[config.mk]
export PLATFORM = sky130hd
export DESIGN_NAME = hex_to_base64_stream
export DESIGN_NICKNAME = d
export VERILOG_FILES = /design/src/sv/h2b64_pkg.sv /design/src/sv/hex_to_base64_stream.sv /design/src/sv/h2b64_front.sv /design/src/sv/h2b64_fifo.sv /design/src/sv/h2b64_back.sv
export SDC_FILE = /design/constraint.sdc
export NUM_CORES = 1
export LEC_CHECK = 0
export BUFFER_PORTS_ARGS = -buffer_cell sky130_fd_sc_hd__buf_4
export CAP_MARGIN = 10
export CORE_ASPECT_RATIO = 0.9
export CORE_MARGIN = 4
export CORE_UTILIZATION = 35
export CTS_CLUSTER_DIAMETER = 100
export DETAILED_ROUTE_END_ITERATION = 8
export MAX_ROUTING_LAYER = met4
export PLACE_DENSITY = 0.56
export SLEW_MARGIN = 20
export SYNTH_ARGS = -nofsm -noshare
export SYNTH_HDL_FRONTEND = slang
export SYNTH_HIERARCHICAL = 1
export SYNTH_SLANG_ARGS = --single-unit
[constraint.sdc]
create_clock -name clk_i -period 5.8 [get_ports clk_i]
set_input_delay 1.74 -clock clk_i [delete_from_list [all_inputs] [get_ports clk_i]]
set_output_delay 1.74 -clock clk_i [all_outputs]
set_load 0.005 [all_outputs]
[src/sv/h2b64_pkg.sv]
`timescale 1ns / 1ps
// ----------------------------------------------------------------------------
// h2b64_pkg: shared types and helpers for the hex to base64 stream
// Item structs, the job record passed from front to back, status codes and
// the character mapping functions.
// ----------------------------------------------------------------------------
package h2b64_pkg;

  typedef enum logic [1:0] {
    ST_OK        = 2'd0,
    ST_BAD_CHAR  = 2'd1,
    ST_ODD_LEN   = 2'd2
  } status_e;

  localparam logic [7:0] ChZero  = 8'h30;  // '0'
  localparam logic [7:0] ChNine  = 8'h39;  // '9'
  localparam logic [7:0] ChUpA   = 8'h41;  // 'A'
  localparam logic [7:0] ChUpF   = 8'h46;  // 'F'
  localparam logic [7:0] ChLoA   = 8'h61;  // 'a'
  localparam logic [7:0] ChLoF   = 8'h66;  // 'f'
  localparam logic [7:0] ChPlus  = 8'h2b;  // '+'
  localparam logic [7:0] ChSlash = 8'h2f;  // '/'
  localparam logic [7:0] ChPad   = 8'h3d;  // '='

  localparam logic [5:0] SxUpperEnd = 6'h1a;
  localparam logic [5:0] SxLowerEnd = 6'h34;
  localparam logic [5:0] SxDigitEnd = 6'h3e;

  typedef struct packed {
    logic [7:0] hex_char;
    logic       last_item;
  } in_item_t;

  typedef struct packed {
    logic [7:0] out_char;
    logic [1:0] status;
    logic       end_of_run;
  } out_item_t;

  // One unit of work for the back end: either a single error result or a
  // group of four characters, of which pad trailing ones are '='.
  typedef struct packed {
    logic        is_err;
    logic [1:0]  status;
    logic [23:0] word;
    logic [1:0]  pad;
    logic        last;
  } job_t;

  // Bit 4 set means not a hex digit.
  function automatic logic [4:0] nibble_of(input logic [7:0] c);
    logic [7:0] t;
    t = 8'h0;
    if (c inside {[ChZero:ChNine]}) begin
      t = c - ChZero;
    end else if (c inside {[ChLoA:ChLoF]}) begin
      t = c - ChLoA + 8'd10;
    end else if (c inside {[ChUpA:ChUpF]}) begin
      t = c - ChUpA + 8'd10;
    end else begin
      t = 8'h10;
    end
    return t[4:0];
  endfunction

  function automatic logic [7:0] sextet_char(input logic [5:0] v);
    logic [7:0] r;
    if (v < SxUpperEnd) begin
      r = ChUpA + {2'b00, v};
    end else if (v < SxLowerEnd) begin
      r = ChLoA + {2'b00, v - SxUpperEnd};
    end else if (v < SxDigitEnd) begin
      r = ChZero + {2'b00, v - SxLowerEnd};
    end else if (v == SxDigitEnd) begin
      r = ChPlus;
    end else begin
      r = ChSlash;
    end
    return r;
  endfunction

endpackage

[src/sv/hex_to_base64_stream.sv]
`timescale 1ns / 1ps
`default_nettype none
// ----------------------------------------------------------------------------
// hex_to_base64_stream: streaming ASCII hex to base64 converter
// Front end groups hex digits into 3-byte jobs, back end issues characters.
// ----------------------------------------------------------------------------
// Usage:
//   Input channel (in_valid_i/in_ready_i/in_data_i) takes one hex character
//   per transfer, with last_item marking the end of a string. Output channel
//   (out_valid_o/out_ready_i/out_data_o) gives one base64 character, its
//   status and an end_of_run flag per transfer.
//   Throughput: one input transfer per cycle while the job queue has room;
//   one output transfer per cycle while out_ready_i is high. Six digits
//   yield four characters, so a steady stream runs at full rate; short
//   strings with many results per digit fill the queue and drop in_ready_o
//   until the back end drains it. Path: the first result of a job goes from
//   the queue into the current-job register (job load), then into the output
//   register; the queue itself is written at the transfer edge. The back end
//   issues one character per cycle while out_ready_i is high; a
//   four-character group occupies it until its last character is taken.
//   Reset clears the digit/byte state, the queue and the output stage; no
//   results are pending afterwards. When the receiver stalls, the output
//   register holds its item and the queue absorbs up to QueueDepth jobs
//   before the input side stalls too.
// ----------------------------------------------------------------------------
module hex_to_base64_stream
  import h2b64_pkg::*;
#(
  parameter int QueueDepth = 4
) (
  input  wire logic     clk_i,
  input  wire logic     rst_ni,
  input  wire logic     in_valid_i,
  output logic          in_ready_o,
  input  wire in_item_t in_data_i,
  output logic          out_valid_o,
  input  wire logic     out_ready_i,
  output out_item_t     out_data_o
);

  // Front to queue
  logic job_push;
  job_t job_wdata;
  logic job_full;

  // Queue to back
  logic job_valid;
  logic job_pop;
  job_t job_rdata;

  h2b64_front u_front (
    .clk_i      (clk_i),
    .rst_ni     (rst_ni),
    .in_valid_i (in_valid_i),
    .in_ready_o (in_ready_o),
    .in_data_i  (in_data_i),
    .job_full_i (job_full),
    .job_push_o (job_push),
    .job_o      (job_wdata)
  );

  h2b64_fifo #(
    .Depth (QueueDepth)
  ) u_fifo (
    .clk_i   (clk_i),
    .rst_ni  (rst_ni),
    .push_i  (job_push),
    .wdata_i (job_wdata),
    .pop_i   (job_pop),
    .rdata_o (job_rdata),
    .valid_o (job_valid),
    .full_o  (job_full)
  );

  h2b64_back u_back (
    .clk_i       (clk_i),
    .rst_ni      (rst_ni),
    .job_valid_i (job_valid),
    .job_i       (job_rdata),
    .job_pop_o   (job_pop),
    .out_valid_o (out_valid_o),
    .out_ready_i (out_ready_i),
    .out_data_o  (out_data_o)
  );

  // A job is never offered to a full queue.
  a_no_overflow: assert property (@(posedge clk_i) disable iff (!rst_ni)
    job_push |-> !job_full)
    else $error("job pushed into full queue");

  // The back end only takes jobs that exist.
  a_pop_valid: assert property (@(posedge clk_i) disable iff (!rst_ni)
    job_pop |-> job_valid)
    else $error("job popped from empty queue");

  // Error results are single, zeroed and close the run.
  a_err_result: assert property (@(posedge clk_i) disable iff (!rst_ni)
    (out_valid_o && (out_data_o.status != ST_OK)) |->
      (out_data_o.end_of_run && (out_data_o.out_char == 8'h00)))
    else $error("error result malformed");

endmodule
`default_nettype wire

[src/sv/h2b64_front.sv]
`timescale 1ns / 1ps
`default_nettype none
// ----------------------------------------------------------------------------
// h2b64_front: character intake and grouping
// Pairs hex digits into bytes, groups bytes by three and issues one job per
// group, error or end of string.
// ----------------------------------------------------------------------------
module h2b64_front
  import h2b64_pkg::*;
(
  input  wire logic     clk_i,
  input  wire logic     rst_ni,
  input  wire logic     in_valid_i,
  output logic          in_ready_o,
  input  wire in_item_t in_data_i,
  input  wire logic     job_full_i,
  output logic          job_push_o,
  output job_t          job_o
);

  logic [3:0]  high_nibble_q, high_nibble_d;
  logic        pending_q, pending_d;
  logic [15:0] held_q, held_d;
  logic [1:0]  count_q, count_d;
  logic        discard_q, discard_d;

  logic        accept;
  logic [4:0]  nib;
  logic [7:0]  byte_val;
  logic        last;

  assign in_ready_o = !job_full_i;
  assign accept     = in_valid_i && in_ready_o;
  assign nib        = nibble_of(in_data_i.hex_char);
  assign byte_val   = {high_nibble_q, nib[3:0]};
  assign last       = in_data_i.last_item;

  always_comb begin
    high_nibble_d = high_nibble_q;
    pending_d     = pending_q;
    held_d        = held_q;
    count_d       = count_q;
    discard_d     = discard_q;
    job_push_o    = 1'b0;
    job_o         = '0;
    job_o.status  = ST_OK;
    job_o.last    = last;

    if (accept) begin
      if (discard_q) begin
        if (last) begin
          discard_d     = 1'b0;
          high_nibble_d = '0;
          pending_d     = 1'b0;
          held_d        = '0;
          count_d       = '0;
        end
      end else if (nib[4]) begin
        job_push_o    = 1'b1;
        job_o.is_err  = 1'b1;
        job_o.status  = ST_BAD_CHAR;
        high_nibble_d = '0;
        pending_d     = 1'b0;
        held_d        = '0;
        count_d       = '0;
        discard_d     = !last;
      end else if (!pending_q) begin
        if (last) begin
          job_push_o    = 1'b1;
          job_o.is_err  = 1'b1;
          job_o.status  = ST_ODD_LEN;
          held_d        = '0;
          count_d       = '0;
        end else begin
          high_nibble_d = nib[3:0];
          pending_d     = 1'b1;
        end
      end else begin
        high_nibble_d = '0;
        pending_d     = 1'b0;
        if (count_q >= 2'd2) begin
          // full group of three bytes
          job_push_o = 1'b1;
          job_o.word = {held_q, byte_val};
          job_o.pad  = 2'd0;
          held_d     = '0;
          count_d    = '0;
        end else if (last) begin
          job_push_o = 1'b1;
          if (count_q == 2'd0) begin
            job_o.word = {byte_val, 16'h0000};
            job_o.pad  = 2'd2;
          end else begin
            job_o.word = {held_q[7:0], byte_val, 8'h00};
            job_o.pad  = 2'd1;
          end
          held_d  = '0;
          count_d = '0;
        end else begin
          held_d  = {held_q[7:0], byte_val};
          count_d = count_q + 2'd1;
        end
      end
    end
  end

  always_ff @(posedge clk_i or negedge rst_ni) begin
    if (!rst_ni) begin
      high_nibble_q <= '0;
      pending_q     <= 1'b0;
      held_q        <= '0;
      count_q       <= '0;
      discard_q     <= 1'b0;
    end else begin
      high_nibble_q <= high_nibble_d;
      pending_q     <= pending_d;
      held_q        <= held_d;
      count_q       <= count_d;
      discard_q     <= discard_d;
    end
  end

endmodule
`default_nettype wire

[src/sv/h2b64_fifo.sv]
`timescale 1ns / 1ps
`default_nettype none
// ----------------------------------------------------------------------------
// h2b64_fifo: job queue between front and back
// Small register queue; push and pop may happen in the same cycle.
// ----------------------------------------------------------------------------
module h2b64_fifo
  import h2b64_pkg::*;
#(
  parameter int Depth = 4
) (
  input  wire logic clk_i,
  input  wire logic rst_ni,
  input  wire logic push_i,
  input  wire job_t wdata_i,
  input  wire logic pop_i,
  output job_t      rdata_o,
  output logic      valid_o,
  output logic      full_o
);

  localparam int PtrW = (Depth > 1) ? $clog2(Depth) : 1;
  localparam int CntW = $clog2(Depth + 1);

  job_t            mem_q [Depth];
  logic [PtrW-1:0] wr_ptr_q, rd_ptr_q;
  logic [CntW-1:0] count_q;

  logic do_push, do_pop;

  assign valid_o = (count_q != '0);
  assign full_o  = (count_q == CntW'(Depth));
  assign rdata_o = mem_q[rd_ptr_q];
  assign do_push = push_i && !full_o;
  assign do_pop  = pop_i && valid_o;

  function automatic logic [PtrW-1:0] next_ptr(input logic [PtrW-1:0] p);
    return (p == PtrW'(Depth - 1)) ? '0 : p + 1'b1;
  endfunction

  always_ff @(posedge clk_i) begin
    if (do_push) begin
      mem_q[wr_ptr_q] <= wdata_i;
    end
  end

  always_ff @(posedge clk_i or negedge rst_ni) begin
    if (!rst_ni) begin
      wr_ptr_q <= '0;
      rd_ptr_q <= '0;
      count_q  <= '0;
    end else begin
      if (do_push) begin
        wr_ptr_q <= next_ptr(wr_ptr_q);
      end
      if (do_pop) begin
        rd_ptr_q <= next_ptr(rd_ptr_q);
      end
      if (do_push && !do_pop) begin
        count_q <= count_q + 1'b1;
      end else if (do_pop && !do_push) begin
        count_q <= count_q - 1'b1;
      end
    end
  end

endmodule
`default_nettype wire

[src/sv/h2b64_back.sv]
`timescale 1ns / 1ps
`default_nettype none
// ----------------------------------------------------------------------------
// h2b64_back: result issue
// Walks each job one char per unstalled cycle into a registered output stage.
// ----------------------------------------------------------------------------
module h2b64_back
  import h2b64_pkg::*;
(
  input  wire logic clk_i,
  input  wire logic rst_ni,
  input  wire logic job_valid_i,
  input  wire job_t job_i,
  output logic      job_pop_o,
  output logic      out_valid_o,
  input  wire logic out_ready_i,
  output out_item_t out_data_o
);

  job_t       cur_q;
  logic       cur_valid_q;
  logic [1:0] idx_q;
  logic       out_valid_q;
  out_item_t  out_q;

  logic       slot_free;
  logic       advance;
  logic       final_char;
  logic [5:0] sextet;
  out_item_t  next_item;

  assign slot_free  = !out_valid_q || out_ready_i;
  assign advance    = cur_valid_q && slot_free;
  assign final_char = cur_q.is_err || (idx_q == 2'd3);
  assign job_pop_o  = job_valid_i && (!cur_valid_q || (advance && final_char));

  always_comb begin
    case (idx_q)
      2'd0:    sextet = cur_q.word[23:18];
      2'd1:    sextet = cur_q.word[17:12];
      2'd2:    sextet = cur_q.word[11:6];
      default: sextet = cur_q.word[5:0];
    endcase
  end

  always_comb begin
    next_item = '0;
    if (cur_q.is_err) begin
      next_item.out_char   = 8'h00;
      next_item.status     = cur_q.status;
      next_item.end_of_run = 1'b1;
    end else begin
      // characters past the real ones are padding
      if ({1'b0, idx_q} < (3'd4 - {1'b0, cur_q.pad})) begin
        next_item.out_char = sextet_char(sextet);
      end else begin
        next_item.out_char = ChPad;
      end
      next_item.status     = ST_OK;
      next_item.end_of_run = (idx_q == 2'd3) && cur_q.last;
    end
  end

  always_ff @(posedge clk_i) begin
    if (job_pop_o) begin
      cur_q <= job_i;
    end
    if (slot_free) begin
      out_q <= next_item;
    end
  end

  always_ff @(posedge clk_i or negedge rst_ni) begin
    if (!rst_ni) begin
      cur_valid_q <= 1'b0;
      idx_q       <= '0;
      out_valid_q <= 1'b0;
    end else begin
      if (job_pop_o) begin
        cur_valid_q <= 1'b1;
        idx_q       <= '0;
      end else if (advance && final_char) begin
        cur_valid_q <= 1'b0;
        idx_q       <= '0;
      end else if (advance) begin
        idx_q <= idx_q + 2'd1;
      end
      if (slot_free) begin
        out_valid_q <= cur_valid_q;
      end
    end
  end

  assign out_valid_o = out_valid_q;
  assign out_data_o  = out_q;

endmodule
`default_nettype wire

==> metrics.cfg <==
[setup_path]
critical-path-slowest-cell=fa_1
crit_type=in2reg
r2r_start=u_back/idx_q[1]
crit_chain=buf_4 > inv_1 > ha_1 > o21bai_1 > a21oi_1 > nor2_1 > nor2_1 > a21oi_1 > nor2b_2 > ha_1 > inv_1 > fa_1 > xor2_1 > nor2_1 > xor2_1
end_kind=register
crit_top_cell=nor2_1
cp-start-kind=primary input
worstPathMaxFanout=8
worst_ep_arrival_time_ns=4.48
rrSetupSlack_ns=2.35
critPathMaxStageDelay_ns=0.37
worstPathRequired_ns=6.16
reg2regPathDepth=9
r2r_end=u_back/out_data_o[4]

[floorplanning]
core_area_um2=24500
ios=26
die-area_um2=27800
die_h_um=159
initial_core_util=0.359
rows=54
die_w_um=175

[drt]
dr.pass1.iters=8
post_drt_wl_per_cell_um=18.3
drc=0
vias=4794
drt_iter0_markers=389
final_antenna_net_count=0
viasPerCell=5.11
wirelength_um=17200

[clocking]
cts.sinks=196
cts_resized=0
clock_latency_ns=0.43
cts_root_buf=clkbuf_16
clockBufferDepth=2
postCtsSetupBuffers=0
cts_hold_buf=0
cts.reportedPaths.clkPinSlew_ns=0.07
cts_made_buffers=17
cts_max_level=4
cts_tree=built

[layout]
fin_util=0.402
layout.cells.non_filler=938
fin_nets=628
finish.instance_area_um2=9860
n_antenna_cell=0
area_delta_synth_final_pct=11.9
drive_gt1_frac=0.216

[synthesis]
synth_seq_cells=196
synth_enable_flop_cells=161
synth_top_area_share=0.549
async_flop_share=0.179
synth_top_flop_cell=edfxtp_1
syn_nets=601
ys_types=79
avgSynthCellArea_um2=15.7
synth_top_cell_by_area=edfxtp_1
yosysSeqAreaShare=0.648
yosys_warnings=6
syn_inst=562
syn-cell-area_um2=8810
synth_area_leaders=edfxtp_1 55%, dfrtp_1 9.9%, mux4_2 7.7%, ha_1 3.6%, a21oi_1 1.6%

[sta]
slew_headroom=0.444
setup_viol=0
min_period_ns=4.12
fin_crit_sh=0.711
max_freq_ghz=0.242
worstMarginPinSlew_ns=0.818
hold_viol=0
skew_ns=0.0108
maxSlewViolCount=0
grt_setup_unrepaired=false
setup_tns_ns=0

[grt]
grt_overflow=0
grt_max_degree=36
grt_pass1_vias=5008
antenna_found_initial=0
grt_usage=0.135
grt_pass1_wl_um=28100

[worst_hold_path]
holdCritStartpoint=u_front/held_q[12]
min_to=u_front/held_q[12]
hold_class=reg2reg
min_path_cells=1

[place]
dpl-instance-area_um2=9280
dp_cells=906
dpl.hpwl_um=11600
io_buffers=25
place_congestion=0.877

[power_and_ir_drop]
p_per_area_nw_per_um2=488
irDropWorstVdd_uv=229
total_power_mw=4.81
static-leakage-power_nw=3.44

[job]
max_cap_violations=0

[run_status]
run_status=complete, no violations

==> per-stage QoR <==
step           hold slack (ns)  worst slack (ns)
4_1_cts                  0.512              1.70
6_report                 0.511              1.68
3_5_place_dp             0.491              1.26
3_3_place_gp             0.478              1.39
5_1_grt                  0.537              1.43
2_1_floorplan            0.464              1.72
==> sequential cells by signal, indices dropped and copies added, names as in the netlist, 3 cells and up <==
register               flops
u_fifo/count_q             3
u_front/high_nibble_q      4
u_back/cur_q              30
u_fifo/mem_q             120
u_back/out_data_o         11
u_front/held_q            16
==> layout make-up <==
| class | instances | area [um^2] |
|---|---|---|
| Inverter | 33 | 124 |
| Tap cell | 336 | 420 |
| Timing Repair Buffer | 31 | 233 |
| Clock buffer | 17 | 425 |
| Sequential cell | 196 | 5710 |
| Fill cell | 2246 | 14700 |
| Multi-Input combinational cell | 310 | 2800 |
| Clock inverter | 15 | 143 |
==> layer usage <==
metal  track usage  up-vias  wire (um)
li1              -     2221          -
met1         0.181     2440       8020
met2         0.211      121       8120
met5             -        -          0
met3        0.0325       12        874
met4        0.0303        0        163
==> layout by cell type (no fill, tap or decap), drive strengths merged, types with 6 or more instances in the layout <==
| cell | n |
|---|---|
| edfxtp | 161 |
| inv | 41 |
| dfrtp | 35 |
| nor2 | 34 |
| a21oi | 32 |
| buf | 31 |
| mux4 | 30 |
| nand2 | 28 |
| ha | 25 |
| clkbuf | 17 |
| a22o | 16 |
| and2 | 13 |
| o21ai | 12 |
| mux2i | 11 |
| xnor2 | 9 |
| a222oi | 6 |
| xor2 | 6 |
| nor3 | 6 |
| o2bb2ai | 6 |
| mux2 | 6 |
==> worst max-delay path, delay by kind of cell <==
family	cells	cell delay, ns
and+or+nand+nor	4	0.81
AOI/OAI and AO/OA	3	0.55
xor gates and xnor gates	2	0.30
buffers and inverters	3	0.24
adders and majority gates	3	0.83
==> Yosys cell counts (all sizes together), types with 2 or more instances <==
master and n:
clkbuf 6, mux2 6, nor3 6, nand3 5, edfxtp 161, buf 17, nand2 28, a31oi 3
or3 3, ha 25, o31ai 2, a211o 5, o211ai 2, xnor2 9, inv 33, o2bb2ai 6
o21ai 12, a21oi 32, a21o 3, a32oi 2, a222oi 6, mux4 30, a22o 16, a2bb2oi 2
a2111oi 2, a211oi 3, nor3b 5, dfrtp 35, nor2 34, and2 13, nor2b 5, xor2 6
nand2b 5, mux2i 11, a311oi 3
==> worst max path at each step <==
stage / slack [ns] / end / startpoint
floorplan: 1.72 / u_fifo/count_q[1] / in_data_i[8]
global placement: 1.39 / u_fifo/mem_q[0][25] / in_data_i[2]
detailed placement: 1.26 / u_fifo/mem_q[1][25] / in_data_i[2]
CTS: 1.70 / u_fifo/mem_q[1][26] / in_data_i[2]
global route: 1.43 / u_fifo/mem_q[1][0] / in_data_i[2]
finish: 1.68 / u_fifo/count_q[2] / in_data_i[2]
==> power by group <==
part / internal, mW / switching [mW]
logic: 0.740 / 0.980
clock network: 0.571 / 0.550
registers: 1.87 / 0.105
total: 3.18 / 1.63
==> logic make-up (layout without fill, tap and decap cells) <==
kind of cell	after synthesis	count (layout)	share of synthesized area
mux	47	47	0.0994
compound gates	111	111	0.0976
flops	196	196	0.648
xor+xnor	15	15	0.0149
simple gates	111	111	0.0672
fa+ha+maj	26	26	0.0378
buf+inv	56	96	0.0349
(Power assumes the default switching activity.)
